## src/design/sgm_pkg.sv

```systemverilog
// shared types and constants for the sobel gradient magnitude block
// no dependencies

package sgm_pkg;

  localparam int MaxWidthDef = 1024;
  localparam int CfgIdxW     = 1;
  localparam int CfgDataW    = 13;
  localparam int ColW        = 13;
  localparam int RowW        = 13;
  localparam int PixW        = 8;
  localparam int GradW       = 11;
  localparam int SqW         = 21;
  localparam int SumW        = 22;
  localparam int SqrtStages  = 8;

  localparam logic [CfgIdxW-1:0] RegFrameWidth  = 1'b0;
  localparam logic [CfgIdxW-1:0] RegFrameHeight = 1'b1;

  localparam logic [10:0] WidthReset  = 11'd640;
  localparam logic [12:0] HeightReset = 13'd480;
  localparam logic [12:0] RowLimit    = 13'd4096;

  typedef struct packed {
    logic [PixW-1:0] blue;
    logic [PixW-1:0] green;
    logic [PixW-1:0] red;
  } rgb_t;

  // one lane's view of its 3x3 window
  typedef struct packed {
    logic [PixW-1:0] p00, p01, p02;
    logic [PixW-1:0] p10, p11, p12;
    logic [PixW-1:0] p20, p21, p22;
  } win_t;

endpackage

```

## src/design/sgm_sqrt.sv

```systemverilog
// pipelined floor square root, saturated at 255, one result bit per stage
// depends on sgm_pkg

module sgm_sqrt import sgm_pkg::*; (
  input  logic            clk_i,
  input  logic            en_i,
  input  logic [SumW-1:0] sum_i,
  output logic [7:0]      root_o
);

  logic [SumW-1:0] rem_q  [SqrtStages+1];
  logic [7:0]      root_q [SqrtStages+1];
  logic            sat_q  [SqrtStages+1];

  always_comb begin
    rem_q[0]  = sum_i;
    root_q[0] = '0;
    sat_q[0]  = (sum_i >= SumW'(65025));
  end

  // digit-by-digit square root by trial squares, msb of the root first
  for (genvar s = 0; s < SqrtStages; s++) begin : g_stage
    localparam int B = SqrtStages - 1 - s;
    logic [7:0]      trial;
    logic [SumW-1:0] trial_sq;
    logic [SumW-1:0] rem_d;
    logic [7:0]      root_d;
    always_comb begin
      trial    = root_q[s] | 8'(1 << B);
      trial_sq = SumW'(trial) * SumW'(trial);
      rem_d    = rem_q[s];
      root_d   = (trial_sq <= rem_d) ? trial : root_q[s];
    end
    logic [SumW-1:0] rem_r;
    logic [7:0]      root_r;
    logic            sat_r;
    always_ff @(posedge clk_i) begin
      if (en_i) begin
        rem_r  <= rem_d;
        root_r <= root_d;
        sat_r  <= sat_q[s];
      end
    end
    always_comb begin
      rem_q[s+1]  = rem_r;
      root_q[s+1] = root_r;
      sat_q[s+1]  = sat_r;
    end
  end

  assign root_o = sat_q[SqrtStages] ? 8'hff : root_q[SqrtStages];

endmodule

```

## src/design/sgm_lane.sv

```systemverilog
// one colour lane: sobel gradients, squares and square root
// depends on sgm_pkg, sgm_sqrt

module sgm_lane import sgm_pkg::*; (
  input  logic       clk_i,
  input  logic       en_i,
  input  win_t       win_i,
  output logic [7:0] mag_o
);

  logic signed [GradW-1:0] gx_d, gy_d, gx_q, gy_q;
  logic [SqW-1:0]          sx_q, sy_q;
  logic [SumW-1:0]         sum_q;

  // gradients
  always_comb begin
    gx_d = GradW'(signed'({3'b0, win_i.p02}))
         + GradW'(signed'({3'b0, win_i.p12})) * GradW'(2)
         + GradW'(signed'({3'b0, win_i.p22}))
         - GradW'(signed'({3'b0, win_i.p00}))
         - GradW'(signed'({3'b0, win_i.p10})) * GradW'(2)
         - GradW'(signed'({3'b0, win_i.p20}));
    gy_d = GradW'(signed'({3'b0, win_i.p20}))
         + GradW'(signed'({3'b0, win_i.p21})) * GradW'(2)
         + GradW'(signed'({3'b0, win_i.p22}))
         - GradW'(signed'({3'b0, win_i.p00}))
         - GradW'(signed'({3'b0, win_i.p01})) * GradW'(2)
         - GradW'(signed'({3'b0, win_i.p02}));
  end

  // gradients, squares, sum
  always_ff @(posedge clk_i) begin
    if (en_i) begin
      gx_q  <= gx_d;
      gy_q  <= gy_d;
      sx_q  <= SqW'(gx_q * gx_q);
      sy_q  <= SqW'(gy_q * gy_q);
      sum_q <= SumW'(sx_q) + SumW'(sy_q);
    end
  end

  sgm_sqrt u_sqrt (
    .clk_i  (clk_i),
    .en_i   (en_i),
    .sum_i  (sum_q),
    .root_o (mag_o)
  );

endmodule

```

## config.mk

```make
export PLATFORM = sky130hd
export DESIGN_NAME = sgm_lane
export DESIGN_NICKNAME = d
export VERILOG_FILES = /design/src/design/sgm_pkg.sv /design/src/design/sgm_sqrt.sv /design/src/design/sgm_lane.sv
export SDC_FILE = /design/constraint.sdc
export NUM_CORES = 1
export LEC_CHECK = 0
export ABC_AREA = 1
export BUFFER_PORTS_ARGS = -buffer_cell sky130_fd_sc_hd__buf_2
export CORE_MARGIN = 5
export CORE_UTILIZATION = 50
export DETAILED_ROUTE_END_ITERATION = 12
export GPL_TIMING_DRIVEN = 0
export PLACE_DENSITY = 0.66
export SLEW_MARGIN = 20
export SYNTH_ARGS = -nofsm -noshare
export SYNTH_HDL_FRONTEND = slang
export SYNTH_SLANG_ARGS = --single-unit
export TNS_END_PERCENT = 5
```

## constraint.sdc

```tcl
create_clock -name clk_i -period 6.8 [get_ports clk_i]
set_clock_uncertainty 0.1 [all_clocks]
set_input_delay 1.02 -clock clk_i [delete_from_list [all_inputs] [get_ports clk_i]]
set_output_delay 1.02 -clock clk_i [all_outputs]
set_load 0.01 [all_outputs]
```

==> results.txt <==
- After synthesis, the largest family of logic cells by area is adder cells.
* Result of the run: finished clean
- The sequential cells in the finished layout cover a total of 8470 µm².
- Routed len/inst: 14.3 µm
- By startpoint and endpoint, the worst setup path is classified as flop to flop.
* Most used flip-flop cell after synthesis: sky130_fd_sc_hd__edfxtp_1
* Max-slew headroom: 54.3%
- CP Capture Type: flop
- The worst hold path terminates at u_sqrt.g_stage[0].rem_r[0]$_DFFE_PP_.
- Total standard cell area after synthesis: roughly 27,000 µm²
- Detailed placement ended at an HPWL of 44.2 mm.
- Fmax: 177 MHz
* First-pass GRT wire length: 91.8 mm
- Total setup violations reported at the end of the flow: 0
- The clock reaches the later pin of the worst-skew pair after 0.59 ns.
- Once detail routing completed, the nets flagged for antenna violations numbered 0.
* Startpoint class of the critical path: flop
- Post-CTS repair changed the size of 0 cells.
- RSZ-0062 raised after global routing: false
- TritonCTS sink count: 282
- Ratio of final minimum period to clock period: around 83%
- Share of the synthesized area in compound gates (AO/OA/AOI/OAI): under 10%
* Required time reported for the critical path endpoint: 7.00 ns
* Total of flip-flops plus latches after synthesis: 282
* Clock tree from TritonCTS: yes
- Maximum number of pins on one net before global-route repair: 113
* Hold-fix buffers, CTS: 0
- Number of antenna violations at the first check in global routing: 3
- The startpoint identified for the worst register-to-register timing path is gx_q[2]$_DFFE_PP_.
- The number of nets handed over by synthesis was 3,541.
- After synthesis, the netlist uses 43 different library cells.
* Initial cell density of the core: 50.5%
- Of all flip-flops after synthesis, the portion carrying an async set or reset was 0%.
* Core area: 53,800 µm²
- Port buffering added 73 buffers.
- Final global-route overflow total: 0
- Number of buffers created by CTS: 30
* Total number of yosys warnings: 0
- Row generation in the floorplan step produced 85 rows.
- Vias in the first global route: between 15,000 and 20,000
- The detailed router placed 18,300 vias in this run.
- Reg-to-Reg End: sx_q[20]$_DFFE_PP_
- Commonest cells after routing, fill and taps aside: 755 x sky130_fd_sc_hd__inv_1, 560 x sky130_fd_sc_hd__nand2_1, 318 x sky130_fd_sc_hd__fa_1, 288 x sky130_fd_sc_hd__ha_1, 282 x sky130_fd_sc_hd__edfxtp_1
- Remaining routing DRC violations: 0
- The final-report hold violation count is 0.
* Drt via density: 4.97
* Layout overhead on the synthesized area: 8.49%
- Post-Route Utilization: 54.8%
* Worst hold path class: flop to flop
- Final max-slew violation count: 0
- Clk pin slew, worst setup/hold paths: 0.06 ns
* Adder-cell area share of the yosys netlist: 36.7%
* Share of post-route cells with drive strength above 1: 6.25%
* CTS Buffer Depth: 3
- Count of flip-flops with a built-in enable after synthesis: 282
- The die is 243 µm wide.
- Pin placement for this block handled 82 I/O pins.
* Measured slew at the worst slew-check pin: approximately 0.69 ns
- R2R cell count: 19
* Number of H-tree branching levels: 1
- Tot GR Track Use: 18.5%
- Post-synthesis share of cell area spent on xor and xnor gates: 3.38%
- Instance count along the most critical hold path: 0
- TNS Setup: 0 ns
- In the post-route analysis, the smallest setup slack over all paths is about 1.2 ns.
- Most common library cell in the layout ignoring fill and taps: sky130_fd_sc_hd__inv_1
* Simple-gate share of the synthesized area: 13.9%
- For this run, the post-layout net count is 3,648.
* Die height: 243 µm
- Total setup buffers inserted after CTS: 0
- Hold timing on the final database bottoms out at a slack of 0.318 ns.
* Cell chosen for the clock root: sky130_fd_sc_hd__clkbuf_16
- Fill cell count: 4,802
- Across all register-to-register paths, the minimum setup slack is ~1.2 ns.
- After layout, the minimum clock period comes to 5.64 ns.
- The die covers about 60,000 µm².
- Gpl congestion: between 0.9 and 1
- Number of DRC violations after detailed-routing iteration 0: 811
* Worst setup slack before clock tree synthesis: 1.13 ns
- Area used by multi-input combinational logic: 15,700 µm²
- Sequential cell area fraction in the yosys report: 31.2%
- Counting every instance in the synthesized netlist gives 2,861.
- Syn avg cell area: 9.50 µm²
- The portion of synthesized area spent on multiplexers is 0.0368%.
* Largest fanout on the critical path: 10
- The tool flagged a number of max-cap violations equal to 0.
- The first detailed-routing pass took 6 iterations.
* Startpoint of the most critical hold path: sum_q[0]$_DFFE_PP_
- Worst path arrival time: 5.84 ns
* Drt total wl: 52.8 mm
-- worst max-delay path, stage by stage (launching register included) --
cell                       delay, ns
sky130_fd_sc_hd__edfxtp_1       0.52
sky130_fd_sc_hd__clkbuf_1       0.46
sky130_fd_sc_hd__nand2_1        0.10
sky130_fd_sc_hd__inv_1          0.19
sky130_fd_sc_hd__fa_1           0.60
sky130_fd_sc_hd__fa_1           0.68
sky130_fd_sc_hd__inv_1          0.09
sky130_fd_sc_hd__fa_1           0.48
sky130_fd_sc_hd__fa_1           0.52
sky130_fd_sc_hd__fa_1           0.56
sky130_fd_sc_hd__inv_1          0.05
sky130_fd_sc_hd__ha_1           0.35
sky130_fd_sc_hd__nand2_1        0.12
sky130_fd_sc_hd__inv_1          0.05
sky130_fd_sc_hd__nand2_1        0.05
sky130_fd_sc_hd__nand2_1        0.05
sky130_fd_sc_hd__a21oi_1        0.11
sky130_fd_sc_hd__nand2_1        0.10
sky130_fd_sc_hd__nand3_1        0.09
sky130_fd_sc_hd__nand2_1        0.09
-- worst max path at each step --
stage | start | to | slack, ns | depth (start not counted)
floorplan | u_sqrt.g_stage[5].root_r[3]$_DFFE_PP_ | u_sqrt.g_stage[6].root_r[1]$_SDFFCE_PP1P_ | 1.81 | 21
global placement | en_i | u_sqrt.g_stage[7].root_r[7]$_DFFE_PP_ | 0.79 | 1
detailed placement | gx_q[2]$_DFFE_PP_ | sx_q[20]$_DFFE_PP_ | 1.13 | 19
CTS | gx_q[2]$_DFFE_PP_ | sx_q[20]$_DFFE_PP_ | 1.09 | 19
global route | gx_q[2]$_DFFE_PP_ | sx_q[20]$_DFFE_PP_ | 0.80 | 19
finish | gx_q[2]$_DFFE_PP_ | sx_q[20]$_DFFE_PP_ | 1.16 | 19
-- flip-flops by register name, summed over array words and instances (netlist names) --
name / cells
u_sqrt.g_stage.rem_r: 154
u_sqrt.g_stage.root_r: 36
sum_q: 22
sx_q: 20
sy_q: 20
gx_q: 11
gy_q: 11
u_sqrt.g_stage.sat_r: 8
-- through the flow --
step                      std cells  cell area (µm²)
after global routing           3689            29500
final                          3689            29500
after CTS                      3688            29500
after global placement         3630            28400
after floorplan                2861            27200
after detailed placement       3632            28500
-- cells in the mapped netlist (2+ instances only) --
cell | number | area (µm²)
sky130_fd_sc_hd__a21oi_1 | 91 | 455
sky130_fd_sc_hd__o21ai_1 | 6 | 30.0
sky130_fd_sc_hd__nand2_2 | 13 | 81.3
sky130_fd_sc_hd__buf_2 | 3 | 15.0
sky130_fd_sc_hd__nor4_1 | 18 | 113
sky130_fd_sc_hd__a31oi_1 | 13 | 81.3
sky130_fd_sc_hd__inv_2 | 3 | 11.3
sky130_fd_sc_hd__nand3_1 | 81 | 405
sky130_fd_sc_hd__or2_1 | 2 | 12.5
sky130_fd_sc_hd__edfxtp_1 | 282 | 8470
sky130_fd_sc_hd__a21o_1 | 8 | 60.1
sky130_fd_sc_hd__a21oi_2 | 5 | 43.8
sky130_fd_sc_hd__clkbuf_1 | 32 | 120
sky130_fd_sc_hd__fa_1 | 318 | 6370
sky130_fd_sc_hd__ha_1 | 288 | 3600
sky130_fd_sc_hd__inv_1 | 755 | 2830
sky130_fd_sc_hd__o31ai_1 | 3 | 22.5
sky130_fd_sc_hd__and2_1 | 2 | 12.5
sky130_fd_sc_hd__nand2_1 | 560 | 2100
sky130_fd_sc_hd__o21bai_1 | 13 | 97.6
sky130_fd_sc_hd__or2_2 | 26 | 163
sky130_fd_sc_hd__nor3_1 | 20 | 100
sky130_fd_sc_hd__xor2_1 | 63 | 552
sky130_fd_sc_hd__nor2_1 | 120 | 450
sky130_fd_sc_hd__and3_1 | 2 | 12.5
sky130_fd_sc_hd__o21ai_0 | 39 | 195
sky130_fd_sc_hd__nand4_1 | 26 | 163
sky130_fd_sc_hd__xnor2_1 | 42 | 368
sky130_fd_sc_hd__nand3_2 | 3 | 30.0
sky130_fd_sc_hd__nor2_2 | 5 | 31.3
sky130_fd_sc_hd__nand3b_1 | 4 | 30.0
sky130_fd_sc_hd__o21a_1 | 4 | 30.0
-- cells by family (layout without fill, tap and decap cells) --
| family | Yosys count | after routing |
|---|---|---|
| buf+inv | 793 | 924 |
| simple gates | 889 | 889 |
| fa+ha+maj | 606 | 606 |
| xor+xnor | 105 | 105 |
| compound gates | 185 | 185 |
| other cells | 0 | 1 |
| mux | 1 | 1 |
| flops | 282 | 282 |
-- area by class of cell --
type	count	area share [%]
clock buffer	32	2.57
tap	696	2.95
multi-input combinational	1786	53.3
sequential	282	28.7
inverter	758	9.65
timing repair buffer	75	1.46
buffer	35	0.458
clock inverter	24	0.832
antenna	1	0.00849
-- layer usage --
| layer | up-vias | global-route usage [%] | share of wire [%] |
|---|---|---|---|
| met2 | 339 | 35.1 | 53 |
| met5 | - | 0 | 0.047 |
| li1 | 9054 | - | - |
| met1 | 8831 | 22.4 | 41 |
| met3 | 91 | 2.56 | 4.1 |
| met4 | 4 | 4.19 | 2.6 |
Power is left out: the tool's default activity adds up to more than one toggle a clock period on the data nets, which glitch-free logic cannot reach.
